File: config.mk
export PLATFORM = sky130hd
export DESIGN_NAME = calorimeter_adc_bank_unpacker_top
export DESIGN_NICKNAME = d
export VERILOG_FILES = /design/src/rtl/cabu_pkg.sv /design/src/rtl/cabu_front.sv /design/src/rtl/cabu_fifo.sv /design/src/rtl/cabu_back.sv /design/src/rtl/calorimeter_adc_bank_unpacker_top.sv
export VERILOG_INCLUDE_DIRS = /design/src /design/src/rtl
export SDC_FILE = /design/constraint.sdc
export NUM_CORES = 1
export LEC_CHECK = 0
export ABC_AREA = 1
export ABC_CLOCK_PERIOD_IN_PS = 5400
export BUFFER_PORTS_ARGS = -buffer_cell sky130_fd_sc_hd__buf_2
export CORE_UTILIZATION = 30
export DETAILED_ROUTE_END_ITERATION = 10
export SLEW_MARGIN = 20
export SYNTH_ARGS = -nofsm -noshare
export SYNTH_HDL_FRONTEND = slang
export SYNTH_SLANG_ARGS = --single-unit
File: constraint.sdc
create_clock -name aclk -period 5.4 [get_ports aclk]
set_clock_uncertainty 0.15 [all_clocks]
set_input_delay 1.08 -clock aclk [delete_from_list [all_inputs] [get_ports aclk]]
set_output_delay 1.08 -clock aclk [all_outputs]
set_load 0.03 [all_outputs]
File: src/rtl/calorimeter_adc_bank_unpacker_top_assert.svh
// Assertion macros shared by the unpacker RTL modules.
// No dependencies; included by modules that carry concurrent checks.
`ifndef CALORIMETER_ADC_BANK_UNPACKER_TOP_ASSERT_SVH
`define CALORIMETER_ADC_BANK_UNPACKER_TOP_ASSERT_SVH

// Same-cycle implication, disabled while reset is asserted.
`define CABU_ASSERT_IMPL(lbl, clk, rstn, ante, cons) \
    lbl: assert property (@(posedge clk) disable iff (!(rstn)) (ante) |-> (cons)) \
        else $error("cabu: same-cycle check failed");

// Next-cycle implication, disabled while reset is asserted.
`define CABU_ASSERT_NEXT(lbl, clk, rstn, ante, cons) \
    lbl: assert property (@(posedge clk) disable iff (!(rstn)) (ante) |=> (cons)) \
        else $error("cabu: next-cycle check failed");

`endif

File: src/rtl/cabu_pkg.sv
// Shared types and constants for the calorimeter ADC bank unpacker.
// No dependencies; used by cabu_front, cabu_fifo, cabu_back and the top level.
package cabu_pkg;

    // Bank coding formats
    localparam logic [1:0] FMT_NONE   = 2'd0;
    localparam logic [1:0] FMT_PLAIN  = 2'd1;
    localparam logic [1:0] FMT_PACKED = 2'd2;
    localparam logic [1:0] FMT_TAGGED = 2'd3;

    // Configuration register indexes
    localparam logic CFG_FORMAT_VERSION = 1'b0;
    localparam logic CFG_EXTRA_HEADER   = 1'b1;

    localparam logic [1:0] FORMAT_RESET = FMT_PACKED;

    // Packed format geometry
    localparam int WORD_BITS     = 32;
    localparam int LONG_BITS     = 12;
    localparam int SHORT_BITS    = 4;
    localparam int LONG_FIT_MAX  = WORD_BITS - LONG_BITS;
    localparam int LONG_BIAS     = 256;
    localparam int SHORT_BIAS    = 8;

    // Command queue between front and back
    localparam int QUEUE_DEPTH = 2;
    localparam int QUEUE_PTR_W = $clog2(QUEUE_DEPTH);
    localparam int QUEUE_CNT_W = $clog2(QUEUE_DEPTH + 1);

    // Parser phase
    typedef enum logic [2:0] {
        PH_HEADER  = 3'd0,
        PH_EXTRA   = 3'd1,
        PH_SKIP    = 3'd2,
        PH_PATTERN = 3'd3,
        PH_DATA2   = 3'd4,
        PH_DATA3   = 3'd5
    } phase_t;

    // Kind of data word handed to the back end
    typedef enum logic [1:0] {
        K_PLAIN  = 2'd0,
        K_PACKED = 2'd1,
        K_TAGGED = 2'd2
    } kind_t;

    typedef struct packed {
        kind_t       kind;
        logic [31:0] word;
        logic [8:0]  card;
        logic        first;  // first packed data word after a pattern word
        logic        two;    // tagged word carries two entries
    } cmd_t;

    typedef struct packed {
        logic done;       // packed word fully decoded this cycle
        logic block_end;  // all card channels consumed
    } back_status_t;

endpackage

File: src/rtl/cabu_front.sv
// Front end: accepts bank words, tracks block phase and issues data commands.
// Depends on cabu_pkg and the assertion macro header.
`include "calorimeter_adc_bank_unpacker_top_assert.svh"

module cabu_front (
    input  logic                    aclk,
    input  logic                    aresetn,
    input  logic [1:0]              format_version,
    input  logic                    extra_header,
    input  logic                    s_valid,
    output logic                    s_ready,
    input  logic [31:0]             s_data_word,
    input  logic                    s_bank_start,
    input  logic                    queue_full,
    input  cabu_pkg::back_status_t  status,
    output logic                    push_valid,
    output cabu_pkg::cmd_t          push_data,
    output logic [31:0]             pattern
);

    cabu_pkg::phase_t phase_reg, phase_next, eff_phase;
    logic [5:0]  skip_left_reg, skip_left_next, eff_skip, skip_dec, hdr_skip;
    logic [6:0]  entries_left_reg, entries_left_next, eff_entries, hdr_entries, ent_after;
    logic [8:0]  card_reg, card_next;
    logic [31:0] pattern_reg, pattern_next;
    logic        first_reg, first_next;
    logic        wait_reg, wait_next;
    logic        accept, fmt_data, cmd_valid, ent_two;

    function automatic cabu_pkg::phase_t after_skip(input logic [1:0] fmt,
                                                    input logic [6:0] ent);
        cabu_pkg::phase_t ph;
        if (fmt == cabu_pkg::FMT_TAGGED) begin
            ph = (ent != 7'd0) ? cabu_pkg::PH_DATA3 : cabu_pkg::PH_HEADER;
        end else begin
            ph = cabu_pkg::PH_PATTERN;
        end
        return ph;
    endfunction

    assign s_ready  = !wait_reg && !queue_full;
    assign accept   = s_valid && s_ready;
    assign fmt_data = (format_version == cabu_pkg::FMT_PACKED) ||
                      (format_version == cabu_pkg::FMT_TAGGED);
    assign pattern  = pattern_reg;

    // Bank start restarts the parser before the word is interpreted
    always_comb begin
        eff_phase   = phase_reg;
        eff_skip    = skip_left_reg;
        eff_entries = entries_left_reg;
        if (s_bank_start) begin
            eff_phase   = extra_header ? cabu_pkg::PH_EXTRA : cabu_pkg::PH_HEADER;
            eff_skip    = 6'd0;
            eff_entries = 7'd0;
        end
        hdr_skip    = 6'((8'(s_data_word[6:0]) + 8'd3) >> 2);
        hdr_entries = (format_version == cabu_pkg::FMT_TAGGED) ? s_data_word[13:7] : 7'd0;
        skip_dec    = (eff_skip != 6'd0) ? eff_skip - 6'd1 : 6'd0;
        ent_two     = eff_entries > 7'd1;
        ent_after   = eff_entries - (ent_two ? 7'd2 : 7'd1);
    end

    // Next state
    always_comb begin
        phase_next        = phase_reg;
        skip_left_next    = skip_left_reg;
        entries_left_next = entries_left_reg;
        card_next         = card_reg;
        pattern_next      = pattern_reg;
        first_next        = first_reg;
        wait_next         = wait_reg;
        if (accept) begin
            phase_next        = eff_phase;
            skip_left_next    = eff_skip;
            entries_left_next = eff_entries;
            if (eff_phase == cabu_pkg::PH_EXTRA) begin
                phase_next = cabu_pkg::PH_HEADER;
            end else if (fmt_data) begin
                unique case (eff_phase)
                    cabu_pkg::PH_HEADER: begin
                        card_next         = s_data_word[22:14];
                        skip_left_next    = hdr_skip;
                        entries_left_next = hdr_entries;
                        first_next        = 1'b1;
                        if (hdr_skip != 6'd0) begin
                            phase_next = cabu_pkg::PH_SKIP;
                        end else begin
                            phase_next = after_skip(format_version, hdr_entries);
                        end
                    end
                    cabu_pkg::PH_SKIP: begin
                        skip_left_next = skip_dec;
                        if (skip_dec == 6'd0) begin
                            phase_next = after_skip(format_version, eff_entries);
                        end
                    end
                    cabu_pkg::PH_PATTERN: begin
                        pattern_next = s_data_word;
                        first_next   = 1'b1;
                        phase_next   = cabu_pkg::PH_DATA2;
                    end
                    cabu_pkg::PH_DATA2: begin
                        // hold input until the back end has walked this word
                        first_next = 1'b0;
                        wait_next  = 1'b1;
                    end
                    cabu_pkg::PH_DATA3: begin
                        if (eff_entries == 7'd0) begin
                            phase_next = cabu_pkg::PH_HEADER;
                        end else begin
                            entries_left_next = ent_after;
                            if (ent_after == 7'd0) begin
                                phase_next = cabu_pkg::PH_HEADER;
                            end
                        end
                    end
                    default: begin
                        phase_next = cabu_pkg::PH_HEADER;
                    end
                endcase
            end
        end
        // packed word finished in the back end
        if (status.done) begin
            wait_next  = 1'b0;
            phase_next = status.block_end ? cabu_pkg::PH_HEADER : cabu_pkg::PH_DATA2;
        end
    end

    // Command to the back end
    always_comb begin
        cmd_valid       = 1'b0;
        push_data.kind  = cabu_pkg::K_PLAIN;
        push_data.word  = s_data_word;
        push_data.card  = card_reg;
        push_data.first = first_reg;
        push_data.two   = ent_two;
        if (eff_phase != cabu_pkg::PH_EXTRA) begin
            if (format_version == cabu_pkg::FMT_PLAIN) begin
                cmd_valid = 1'b1;
            end else if (fmt_data && eff_phase == cabu_pkg::PH_DATA2) begin
                cmd_valid      = 1'b1;
                push_data.kind = cabu_pkg::K_PACKED;
            end else if (fmt_data && eff_phase == cabu_pkg::PH_DATA3 &&
                         eff_entries != 7'd0) begin
                cmd_valid      = 1'b1;
                push_data.kind = cabu_pkg::K_TAGGED;
            end
        end
        push_valid = accept && cmd_valid;
    end

    always_ff @(posedge aclk) begin
        if (!aresetn) begin
            phase_reg        <= cabu_pkg::PH_HEADER;
            skip_left_reg    <= 6'd0;
            entries_left_reg <= 7'd0;
            card_reg         <= 9'd0;
            pattern_reg      <= 32'd0;
            first_reg        <= 1'b0;
            wait_reg         <= 1'b0;
        end else begin
            phase_reg        <= phase_next;
            skip_left_reg    <= skip_left_next;
            entries_left_reg <= entries_left_next;
            card_reg         <= card_next;
            pattern_reg      <= pattern_next;
            first_reg        <= first_next;
            wait_reg         <= wait_next;
        end
    end

    `CABU_ASSERT_IMPL(a_wait_in_data2, aclk, aresetn, wait_reg, phase_reg == cabu_pkg::PH_DATA2)
    `CABU_ASSERT_NEXT(a_packed_push_waits, aclk, aresetn, push_valid && push_data.kind == cabu_pkg::K_PACKED, wait_reg)
    `CABU_ASSERT_IMPL(a_done_only_waiting, aclk, aresetn, status.done, wait_reg && !accept)

endmodule

File: src/rtl/cabu_fifo.sv
// Short command queue between the front and back ends.
// Depends on cabu_pkg for the command type and depth.
module cabu_fifo (
    input  logic            aclk,
    input  logic            aresetn,
    input  logic            push_valid,
    input  cabu_pkg::cmd_t  push_data,
    output logic            full,
    input  logic            pop_en,
    output logic            pop_valid,
    output cabu_pkg::cmd_t  pop_data
);

    cabu_pkg::cmd_t                     slot_reg [cabu_pkg::QUEUE_DEPTH];
    logic [cabu_pkg::QUEUE_PTR_W-1:0]   wr_ptr_reg, wr_ptr_next, rd_ptr_reg, rd_ptr_next;
    logic [cabu_pkg::QUEUE_CNT_W-1:0]   count_reg, count_next;
    logic                               do_push, do_pop;

    localparam logic [cabu_pkg::QUEUE_PTR_W-1:0] PTR_LAST =
        cabu_pkg::QUEUE_PTR_W'(cabu_pkg::QUEUE_DEPTH - 1);

    assign full      = count_reg == cabu_pkg::QUEUE_CNT_W'(cabu_pkg::QUEUE_DEPTH);
    assign pop_valid = count_reg != '0;
    assign pop_data  = slot_reg[rd_ptr_reg];
    assign do_push   = push_valid && !full;
    assign do_pop    = pop_en && pop_valid;

    // Pointer and occupancy update
    always_comb begin
        wr_ptr_next = wr_ptr_reg;
        rd_ptr_next = rd_ptr_reg;
        count_next  = count_reg;
        if (do_push) begin
            wr_ptr_next = (wr_ptr_reg == PTR_LAST) ? '0 : wr_ptr_reg + 1'b1;
        end
        if (do_pop) begin
            rd_ptr_next = (rd_ptr_reg == PTR_LAST) ? '0 : rd_ptr_reg + 1'b1;
        end
        if (do_push && !do_pop) begin
            count_next = count_reg + 1'b1;
        end else if (do_pop && !do_push) begin
            count_next = count_reg - 1'b1;
        end
    end

    always_ff @(posedge aclk) begin
        if (!aresetn) begin
            wr_ptr_reg <= '0;
            rd_ptr_reg <= '0;
            count_reg  <= '0;
        end else begin
            wr_ptr_reg <= wr_ptr_next;
            rd_ptr_reg <= rd_ptr_next;
            count_reg  <= count_next;
        end
    end

    // Payload storage
    always_ff @(posedge aclk) begin
        if (do_push) begin
            slot_reg[wr_ptr_reg] <= push_data;
        end
    end

endmodule

File: src/rtl/cabu_back.sv
// Back end: decodes queued words into samples, one beat per cycle unless output stalls.
// Depends on cabu_pkg and the assertion macro header.
`include "calorimeter_adc_bank_unpacker_top_assert.svh"

module cabu_back (
    input  logic                    aclk,
    input  logic                    aresetn,
    input  logic                    q_valid,
    input  cabu_pkg::cmd_t          q_data,
    output logic                    q_pop,
    input  logic [31:0]             pattern,
    output cabu_pkg::back_status_t  status,
    output logic                    m_valid,
    input  logic                    m_ready,
    output logic signed [15:0]      m_adc_value,
    output logic [15:0]             m_channel_id,
    output logic [8:0]              m_card_code,
    output logic                    m_last_of_word
);

    // current item
    logic           cur_valid_reg, cur_valid_next;
    cabu_pkg::cmd_t cur_reg, cur_next;
    logic           half_reg, half_next;
    // packed format walk state
    logic [5:0]     ch_reg, ch_next, off_reg, off_next;
    logic           split_reg, split_next;
    logic [11:0]    partial_reg, partial_next;
    // output register
    logic           m_valid_reg, m_valid_next;
    logic [15:0]    adc_reg, chid_reg;
    logic [8:0]     card_reg;
    logic           last_reg;

    logic           adv, step, finish;
    logic [31:0]    w, sh_w;
    logic           pat_bit, pbit_n, ch_ok, off_ok, more, capture;
    logic [5:0]     off_g, offn, chn;
    logic [3:0]     low_shift;
    logic [11:0]    low_part, cap_part;
    logic [12:0]    split_sum;
    logic [15:0]    adc_packed, res_adc, res_chid;
    logic [15:0]    half_e;
    logic [8:0]     res_card;

    assign adv  = !m_valid_reg || m_ready;
    assign step = cur_valid_reg && adv;
    assign w    = cur_reg.word;

    // Packed format: one channel per step, with lookahead for the next one
    always_comb begin
        pat_bit   = pattern[ch_reg[4:0]];
        sh_w      = w >> off_reg[4:0];
        off_g     = (off_reg == 6'd0 || off_reg > 6'd11) ? 6'd4 : off_reg;
        low_shift = 4'(6'(cabu_pkg::LONG_BITS) - off_g);
        low_part  = 12'(w[11:0] << low_shift);
        split_sum = {1'b0, partial_reg} + {1'b0, low_part};
        if (split_reg) begin
            // long code finished from the tail of the previous word
            adc_packed = {3'b000, split_sum} - 16'(cabu_pkg::LONG_BIAS);
            offn       = off_g;
        end else if (!pat_bit) begin
            adc_packed = {12'd0, sh_w[3:0]} - 16'(cabu_pkg::SHORT_BIAS);
            offn       = off_reg + 6'(cabu_pkg::SHORT_BITS);
        end else begin
            adc_packed = {4'd0, sh_w[11:0]} - 16'(cabu_pkg::LONG_BIAS);
            offn       = off_reg + 6'(cabu_pkg::LONG_BITS);
        end
        chn      = ch_reg + 6'd1;
        ch_ok    = !chn[5];
        off_ok   = offn < 6'(cabu_pkg::WORD_BITS);
        pbit_n   = pattern[chn[4:0]];
        more     = ch_ok && off_ok && (!pbit_n || offn <= 6'(cabu_pkg::LONG_FIT_MAX));
        capture  = ch_ok && off_ok && pbit_n && !more;
        cap_part = 12'(w >> offn[4:0]);
    end

    // Result selection by item kind
    always_comb begin
        half_e   = half_reg ? w[31:16] : w[15:0];
        finish   = 1'b1;
        res_adc  = w[15:0];
        res_chid = w[31:16];
        res_card = 9'd0;
        unique case (cur_reg.kind)
            cabu_pkg::K_PLAIN: begin
                finish = 1'b1;
            end
            cabu_pkg::K_PACKED: begin
                finish   = !more;
                res_adc  = adc_packed;
                res_chid = {10'd0, ch_reg};
                res_card = cur_reg.card;
            end
            cabu_pkg::K_TAGGED: begin
                finish   = half_reg || !cur_reg.two;
                res_adc  = {6'd0, half_e[9:0]};
                res_chid = {10'd0, half_e[15:10]};
                res_card = cur_reg.card;
            end
            default: begin
                finish = 1'b1;
            end
        endcase
    end

    assign q_pop            = q_valid && (!cur_valid_reg || (step && finish));
    assign status.done      = step && finish && cur_reg.kind == cabu_pkg::K_PACKED;
    assign status.block_end = chn[5];

    // Next state
    always_comb begin
        cur_valid_next = cur_valid_reg;
        cur_next       = cur_reg;
        half_next      = half_reg;
        ch_next        = ch_reg;
        off_next       = off_reg;
        split_next     = split_reg;
        partial_next   = partial_reg;
        m_valid_next   = m_valid_reg;
        if (step) begin
            m_valid_next = 1'b1;
        end else if (m_ready) begin
            m_valid_next = 1'b0;
        end
        if (step && cur_reg.kind == cabu_pkg::K_PACKED) begin
            ch_next    = chn;
            split_next = 1'b0;
            off_next   = offn;
            if (!more) begin
                split_next = capture;
                off_next   = capture ? offn - 6'(cabu_pkg::LONG_FIT_MAX) : 6'd0;
                if (capture) begin
                    partial_next = cap_part;
                end
            end
        end
        if (step && cur_reg.kind == cabu_pkg::K_TAGGED) begin
            half_next = !finish;
        end
        if (step && finish) begin
            cur_valid_next = 1'b0;
        end
        // load the next queued item
        if (q_pop) begin
            cur_valid_next = 1'b1;
            cur_next       = q_data;
            half_next      = 1'b0;
            if (q_data.kind == cabu_pkg::K_PACKED && q_data.first) begin
                ch_next    = 6'd0;
                off_next   = 6'd0;
                split_next = 1'b0;
            end
        end
    end

    always_ff @(posedge aclk) begin
        if (!aresetn) begin
            cur_valid_reg <= 1'b0;
            half_reg      <= 1'b0;
            ch_reg        <= 6'd0;
            off_reg       <= 6'd0;
            split_reg     <= 1'b0;
            partial_reg   <= 12'd0;
            m_valid_reg   <= 1'b0;
        end else begin
            cur_valid_reg <= cur_valid_next;
            half_reg      <= half_next;
            ch_reg        <= ch_next;
            off_reg       <= off_next;
            split_reg     <= split_next;
            partial_reg   <= partial_next;
            m_valid_reg   <= m_valid_next;
        end
    end

    // Payload registers
    always_ff @(posedge aclk) begin
        cur_reg <= cur_next;
        if (step) begin
            adc_reg  <= res_adc;
            chid_reg <= res_chid;
            card_reg <= res_card;
            last_reg <= finish;
        end
    end

    assign m_valid        = m_valid_reg;
    assign m_adc_value    = $signed(adc_reg);
    assign m_channel_id   = chid_reg;
    assign m_card_code    = card_reg;
    assign m_last_of_word = last_reg;

    `CABU_ASSERT_IMPL(a_packed_channel_range, aclk, aresetn, step && cur_reg.kind == cabu_pkg::K_PACKED, !ch_reg[5])
    `CABU_ASSERT_IMPL(a_capture_offset, aclk, aresetn, step && cur_reg.kind == cabu_pkg::K_PACKED && capture, offn > 6'd20 && offn < 6'd32)
    `CABU_ASSERT_IMPL(a_pop_slot_free, aclk, aresetn, q_pop, !cur_valid_reg || (step && finish))
    `CABU_ASSERT_NEXT(a_step_gives_beat, aclk, aresetn, step, m_valid)

endmodule

File: src/rtl/calorimeter_adc_bank_unpacker_top.sv
// Calorimeter ADC bank unpacker: takes 32-bit bank words and emits decoded
// ADC samples in plain, pattern-packed or channel-tagged coding. Extra header,
// block header, trigger skip and pattern words give no sample. A plain word
// or a tagged entry leaves at one sample per cycle while the output is taken.
// A packed data word holds the input: the input side waits until the decoder
// has walked all channels of that word, one channel per cycle while the output
// is taken, because the next word's meaning depends on where the card block
// ends. A two-entry command queue and an output register let input and output
// stall independently.
// Configuration registers: index 0 format_version (reset 2), index 1
// extra_header (reset 0); write them only while the block is idle.
// Depends on cabu_pkg, cabu_front, cabu_fifo and cabu_back.
module calorimeter_adc_bank_unpacker_top (
    input  logic               aclk,
    input  logic               aresetn,
    // configuration write port
    input  logic               cfg_wr_en,
    input  logic               cfg_index,
    input  logic [1:0]         cfg_data,
    // bank words in
    input  logic               s_valid,
    output logic               s_ready,
    input  logic [31:0]        s_data_word,
    input  logic               s_bank_start,
    // samples out
    output logic               m_valid,
    input  logic               m_ready,
    output logic signed [15:0] m_adc_value,
    output logic [15:0]        m_channel_id,
    output logic [8:0]         m_card_code,
    output logic               m_last_of_word
);

    logic [1:0]             format_version_reg, format_version_next;
    logic                   extra_header_reg, extra_header_next;
    logic                   queue_full, push_valid, q_valid, q_pop;
    cabu_pkg::cmd_t         push_data, q_data;
    cabu_pkg::back_status_t status;
    logic [31:0]            pattern;

    // Configuration register decode
    always_comb begin
        format_version_next = format_version_reg;
        extra_header_next   = extra_header_reg;
        if (cfg_wr_en) begin
            unique case (cfg_index)
                cabu_pkg::CFG_FORMAT_VERSION: format_version_next = cfg_data;
                cabu_pkg::CFG_EXTRA_HEADER:   extra_header_next   = cfg_data[0];
                default: begin
                    format_version_next = format_version_reg;
                end
            endcase
        end
    end

    always_ff @(posedge aclk) begin
        if (!aresetn) begin
            format_version_reg <= cabu_pkg::FORMAT_RESET;
            extra_header_reg   <= 1'b0;
        end else begin
            format_version_reg <= format_version_next;
            extra_header_reg   <= extra_header_next;
        end
    end

    cabu_front u_front (
        .aclk           (aclk),
        .aresetn        (aresetn),
        .format_version (format_version_reg),
        .extra_header   (extra_header_reg),
        .s_valid        (s_valid),
        .s_ready        (s_ready),
        .s_data_word    (s_data_word),
        .s_bank_start   (s_bank_start),
        .queue_full     (queue_full),
        .status         (status),
        .push_valid     (push_valid),
        .push_data      (push_data),
        .pattern        (pattern)
    );

    cabu_fifo u_fifo (
        .aclk       (aclk),
        .aresetn    (aresetn),
        .push_valid (push_valid),
        .push_data  (push_data),
        .full       (queue_full),
        .pop_en     (q_pop),
        .pop_valid  (q_valid),
        .pop_data   (q_data)
    );

    cabu_back u_back (
        .aclk           (aclk),
        .aresetn        (aresetn),
        .q_valid        (q_valid),
        .q_data         (q_data),
        .q_pop          (q_pop),
        .pattern        (pattern),
        .status         (status),
        .m_valid        (m_valid),
        .m_ready        (m_ready),
        .m_adc_value    (m_adc_value),
        .m_channel_id   (m_channel_id),
        .m_card_code    (m_card_code),
        .m_last_of_word (m_last_of_word)
    );

endmodule

==> summary.md, run 1 <==
| Metric | Value |
|---|---|
| Top cells by area, synth | edfxtp_1 (35%), dfxtp_1 (13%), nand2_1 (12%) |
| # nets final | 2037 |
| Flop pwr share | a little over a third |
| VDD IR max | 0.2554 mV |
| Mean Syn Cell Area | approximately 7.9 µm² |
| Max-Cap Viols | 0 |
| Die Ht | 226.5 µm |
| Max Fclk | 201.0 MHz |
| Wire length on met1 | between 20000 and 25000 µm |
| Top FF cell, synth | edfxtp_1 |
| Final ANT Viol Nets | 0 |
| Uppermost routed layer | met4 |
| Crit-path max FO | 34 |
| Ant. Diodes | 0 |
| Core area | 49360 µm² |
| DR vias | approximately 13000 |
| Congestion Overflow GR | 0 |
| Leakage | 7.151 nW |
| GR Util All Layers | between 10% and 20% |
| Setup Total Neg Slack | 0 ps |
| Worst Setup End Kind | flop |
| DRT Pass-1 Iters | 6 |
| Least-Margin Pin Slew | 920.0 ps |
| Syn. warnings | 0 |
| Placed cells | 2591 |
| # DRC | 0 |
| Worst Path Required | 5710 ps |
| RSZ-0062 raised after global routing | false |
| Layout cell share with drive strength beyond 1 | between 10% and 20% |
| Gate power share | 41.6% |
| Worst-skew pair later-pin latency | about 590 ps |
| Syn Std Cell Area | 15110 µm² |
| NetSw | roughly 0.0039 W |
| Fin. Hold Viols | 0 |
| Status | complete, no violations |
| Die Area | roughly 51000 µm² |
| Root Buffer | clkbuf_16 |
| Global-route wire length before repair | 71700 µm |
| Metal2 WL | 21410 µm |
| Starting density of the core | 30.62% |
| Finished Layout Cells | 2645 |
| Placer Congestion | between 0.9 and 1 |
| Antenna violations before repair | 0 |
| Wire per inst | 17.57 µm |
| Met3 Routed Length | 2388 µm |
| Minimum clock period | 4975 ps |
| Cell variety after synth | 58 |
| Synth Instances | 1908 |
| Seq/Total Area, Yosys | 47.55% |
| TritonCTS clock tree | yes |
| Number of synthesized flops with an enable pin | 176 |
| CP arrival | 5280 ps |
| Async S/R FF share, synth | 0% |
| Post-synth top area share | 34.97% |
| DR iter-0 viols | 1120 |
| Min-delay src | u_front.card_reg[3] |
| Area Overhead vs Synth | 13.49% |
| Final Routed Wirelength | 46460 µm |
| # rows | 81 |
| Fin crit share | 92.13% |
| CP startpoint | u_back.ch_reg[0] |
| Post-CTS resize count | 0 |
| Net count after synthesis | 1987 |
| Worst flop-to-flop path startpoint | u_back.ch_reg[0] |
| Largest net degree at the start of global routing | 64 |
| Clk pin slew, worst setup/hold paths | 70 ps |
| # port buffers | 84 |
| Setup crit start kind | flop |
| IO Count | 85 |
| DP Wirelength | 34510 µm |
| Int Power | 0.005118 W |
| Count of state elements after synthesis | 271 |
| Post-CTS setup buffers | 0 |
| Crit Path Class | flop to flop |
| Cts hold-fix bufs | 0 |
| Relative slew slack | between 30% and 40% |
| Power per Cell Area | 528.0 nW/µm² |
| Max Root-Sink Buffers | 3 |
| Pins Over Slew Limit | 0 |
| Setup Viol. Count Final | 0 |
| Vias in the first global route | roughly 12000 |
| Sw Ratio | roughly 43% |
| Max reg flops | 90 |
| Vias per inst | 5.012 |
| Clk sink count | about 270 |
| Commonest non-fill, non-tap cell in the layout | nand2_1 |
| Clock share of power | 23.4% |
| H-tree Lvls | 1 |
| Hold Crit Class | flop to flop |
| Chip width | 226.5 µm |
| TritonCTS Buffers | 29 |
| Commonest cells after routing, fill and taps aside | nand2_1 (490), o21ai_0 (223), nor2_1 (206) |
| Area leader, netlist | edfxtp_1 |
-- per-layer routing --
metal	global-route usage, %	up-vias
met5	0	-
li1	-	6539
met3	2.268	69
met2	29.67	385
met1	25.17	6264
met4	4.817	0
-- final timing paths --
check	slack, ps	to	depth (start not counted)
max reg2reg	430	u_back.off_reg[5]	26
min reg2reg	300	u_fifo.slot_reg[0][5]	0
max	430	u_back.off_reg[5]	26
min	300	u_fifo.slot_reg[0][5]	0
-- cell type report --
cell class	count	area, µm²
inverters	182	688.2
flip-flops and latches	271	7188
clock inverters	17	231.5
repair buffers	109	620.6
clock buffers	37	785.8
multi-input cells	1365	6807
fillers	5153	32200
well taps	664	830.8
-- synthesized netlist by cell type (all sizes together), types with 2 or more instances --
cell	instances
a221oi	8
inv	175
o2111ai	2
o211ai	25
fa	3
o22ai	11
xnor2	4
nand4	4
nor2	226
o21a	3
a211oi	7
nand3b	3
o21bai	2
dfxtp	95
mux2i	5
a22oi	7
a21oi	107
clkbuf	54
o21ai	234
ha	35
nand3	98
nor3	13
clkinv	7
o221ai	15
o211a	4
buf	36
or2	4
o31ai	4
xor2	15
a31oi	11
edfxtp	176
nand2	506
-- power by group through the flow --
stage	Clock (W)	Sequential (W)	Combinational [W]
after global routing	0.00225	0.00322	0.00415
after detailed placement	0	0.00321	0.00374
after global placement	0	0.00321	0.00371
final	0.00212	0.00317	0.00377
after CTS	0.00216	0.00317	0.00375
after floorplan	0	0.00334	0.00228
-- stage by stage --
stage	hold slack, ps	utilization [%]	total power [W]	worst slack [ps]	cell area [µm²]
finish	304.3	34.75	0.009056	425.0	17150
global route	319.9	34.75	0.009613	20.63	17150
CTS	303.7	34.75	0.009084	528.9	17150
detailed placement	285.2	32.69	0.006948	581.3	16130
global placement	275.7	32.69	0.006912	645.6	16130
floorplan	270.3	-	0.005627	661.6	15110
-- logic make-up (layout without fill, tap and decap cells) --
kind of cell,after synthesis,in the layout,share of synthesized area (%)
flops,271,271,47.55
compound gates,445,445,16.65
fa+ha+maj,38,38,3.295
simple gates,857,857,23.42
mux,6,6,0.4057
buf+inv,272,345,7.525
xor+xnor,19,19,1.151
-- critical path: stages (launching register included) --
cell and delay, ps:
dfxtp_1 420, buf_4 340, o21ai_0 120, nor2_1 140, a21oi_1 70, a21oi_1 130, o21ai_0 120, nand3_1 110
nand2_1 280, fa_1 550, o21ai_0 430, inv_1 250, ha_1 240, nor2_1 90, nand2_1 70, nand2_1 50
nand2_1 80, nand2_2 110, nand2_2 80, nand2_4 110, nand2_2 70, nand2_4 70, nand2_4 50, inv_4 210
nand2_4 80, nand2_2 300, a21oi_1 80
Note: power is estimated with default switching activity, not from simulation.
==> run 2: changes to the inputs <==
--- a/config.mk
+++ b/config.mk
@@ -7,7 +7,7 @@
 export NUM_CORES = 1
 export LEC_CHECK = 0
 export ABC_AREA = 1
-export ABC_CLOCK_PERIOD_IN_PS = 5400
+export ABC_CLOCK_PERIOD_IN_PS = 3990
 export BUFFER_PORTS_ARGS = -buffer_cell sky130_fd_sc_hd__buf_2
 export CORE_UTILIZATION = 30
 export DETAILED_ROUTE_END_ITERATION = 10
==> constraint.sdc (replaced) <==
create_clock -name aclk -period 3.99 [get_ports aclk]
set_clock_uncertainty 0.15 [all_clocks]
set_input_delay 0.798 -clock aclk [delete_from_list [all_inputs] [get_ports aclk]]
set_output_delay 0.798 -clock aclk [all_outputs]
set_load 0.03 [all_outputs]
==> summary.md, run 2 (synthesis results as in run 1) <==
| Metric | Value |
|---|---|
| Wire per inst | 17.69 µm |
| Setup crit start kind | flop |
| Die Ht | 226.5 µm |
| Final instance area | 18100 µm² |
| Least-Margin Pin Slew | a little under 1000 ps |
| Placer Congestion | 0.9502 |
| DP Area | roughly 17000 µm² |
| Clk sink count | approximately 270 |
| Minimum clock period | approximately 4100 ps |
| Starting density of the core | 30.62% |
| Min-delay src | s_data_word[3] |
| TritonCTS clock tree | yes |
| Worst Setup End Kind | flop |
| TritonCTS Buffers | 29 |
| Setup Viol. Count Final | 6 |
| Global-route wire length before repair | 74090 µm |
| Crit Path Class | flop to flop |
| Core area | around 50000 µm² |
| Final ANT Viol Nets | 0 |
| Depth of the most critical reg-to-reg path | 26 |
| Congestion Overflow GR | 0 |
| Vias in the first global route | 12940 |
| Gate power share | roughly 45% |
| Crit-path max FO | 3 |
| DP Wirelength | 35890 µm |
| Int Power | ~0.0071 W |
| Max Fclk | 245.2 MHz |
| Commonest non-fill, non-tap cell in the layout | nand2_1 |
| VDD IR max | just under 0.4 mV |
| Leakage | 7.552 nW |
| Clk pin slew, worst setup/hold paths | 70 ps |
| RSZ-0062 raised after global routing | true |
| Clock share of power | 21.4% |
| Worst flop-to-flop path startpoint | u_back.off_reg[4] |
| Die Area | about 50000 µm² |
| IO Count | 85 |
| Reg2reg end | u_back.m_adc_value[7] |
| Hold EP | u_fifo.slot_reg[0][14] |
| NetSw | 0.005419 W |
| Max reg flops | 90 |
| CP arrival | 4200 ps |
| DR iter-0 viols | 1168 |
| Chip width | 226.5 µm |
| Commonest cells after routing, fill and taps aside | nand2_1 (488), o21ai_0 (209), nor2_1 (201) |
| # rows | 81 |
| Max-Cap Viols | 0 |
| Layout cell share with drive strength beyond 1 | ~17% |
| Final Routed Wirelength | approximately 48000 µm |
| Pins Over Slew Limit | 0 |
| Relative slew slack | between 30% and 40% |
| DR vias | 13700 |
| Area Overhead vs Synth | 19.78% |
| Vias per inst | 5.034 |
| Status | finished with violations |
| DRT Pass-1 Iters | 7 |
| Failing checks | setup timing |
| Fin. Hold Viols | 0 |
| Reg-to-reg slack, setup | -90 ps |
| Final WS setup | -88.94 ps |
| Hold Path Stages | 1 |
| Worst-skew pair later-pin latency | 580 ps |
| GR Util All Layers | 18.66% |
| Worst Path Required | between 4000 and 5000 ps |
| Fill cells | 5075 |
| Ant. Diodes | 0 |
| Flop pwr share | between 30% and 40% |
| Max incr delay on CP | roughly 390 ps |
| Cts hold-fix bufs | 0 |
| Root Buffer | clkbuf_16 |
| Setup Total Neg Slack | -291.8 ps |
| # nets final | ~2100 |
| Hold Crit Class | input pin to flop |
| Fin crit share | 102.2% |
| Sw Ratio | 43.14% |
| Largest net degree at the start of global routing | 64 |
| Max Root-Sink Buffers | 3 |
| H-tree Lvls | 1 |
| # port buffers | 84 |
| Most numerous cell on the critical path | nor2_1 |
| CP max-delay cell | fa_2 |
| Power per Cell Area | 694.0 nW/µm² |
| Antenna violations before repair | 1 |
| # DRC | 0 |
## run 2: cell types whose count changed in the layout (fill, tap and decap cells not counted), sizes merged
cell / previous run / this run
clkinv: 14 / 16
bufinv: 4 / 2
buf: 109 / 185
clkbuf: 37 / 40
inv: 179 / 177
## run 2: per-layer routing
layer | GRT usage (%) | share of wire (%)
met4 | 5.950 | 3.2
met5 | 0 | 0
met1 | 25.96 | 46
met2 | 29.74 | 45
met3 | 2.605 | 6.0
## run 2: timing repair
item,4_1_cts,5_1_grt
resized for setup,28,49
pin swaps,15,27
setup endpoints to repair,8,87
gates cloned,0,1
buffers inserted,3,3
## run 2: how the worst max path moves through the flow
stage                                 start                      to  cells past startpoint
after global routing      u_back.off_reg[4]  u_back.m_adc_value[13]                     28
final                     u_back.off_reg[4]   u_back.m_adc_value[7]                     26
after detailed placement  u_back.off_reg[4]   u_back.m_adc_value[7]                     25
after global placement    u_back.off_reg[4]   u_back.m_adc_value[7]                     25
after CTS                 u_back.off_reg[5]   u_back.m_adc_value[7]                     25
after floorplan           u_back.off_reg[0]  u_back.m_adc_value[13]                     29
## run 2: area by class of cell
type                       count  area, µm²  area share (%)
clock buffer                  39      793.3           4.382
timing repair buffer         186       1319           7.285
multi-input combinational   1365       7099           39.22
inverter                     182      704.4           3.891
clock inverter                15      158.9          0.8778
sequential                   271       7197           39.76
tap                          664      830.8           4.589
## run 2: stage by stage
stage	instances	hold WS [ps]	power, W	util [%]	setup WS (ps)
floorplan	1908	270.3	0.007635	-	-6.519
finish	2722	293.4	0.01256	36.68	-88.94
global route	2722	279.9	0.01334	36.68	-301.0
global placement	2661	279.3	0.009655	34.02	-60.46
detailed placement	2661	282.3	0.009709	34.02	-154.1
CTS	2718	264.6	0.01247	36.19	-25.66
## run 2: power by group through the flow
stage | Sequential, W | Combinational, W | Clock (W)
3_3_place_gp | 0.00430 | 0.00535 | 0
6_report | 0.00426 | 0.00561 | 0.00269
3_5_place_dp | 0.00431 | 0.00540 | 0
2_1_floorplan | 0.00452 | 0.00311 | 0
4_1_cts | 0.00425 | 0.00546 | 0.00276
5_1_grt | 0.00431 | 0.00617 | 0.00286
## run 2: worst max-delay path, delay by kind of cell (launching register included)
kind | cells | cell delay, ps
adder cells (fa/ha/maj) | 4 | 1020
AND/OR/NAND/NOR | 10 | 850
AO/OA/AOI/OAI | 5 | 540
buffers and inverters | 5 | 450
XOR/XNOR | 2 | 410
flip-flops | 1 | 330
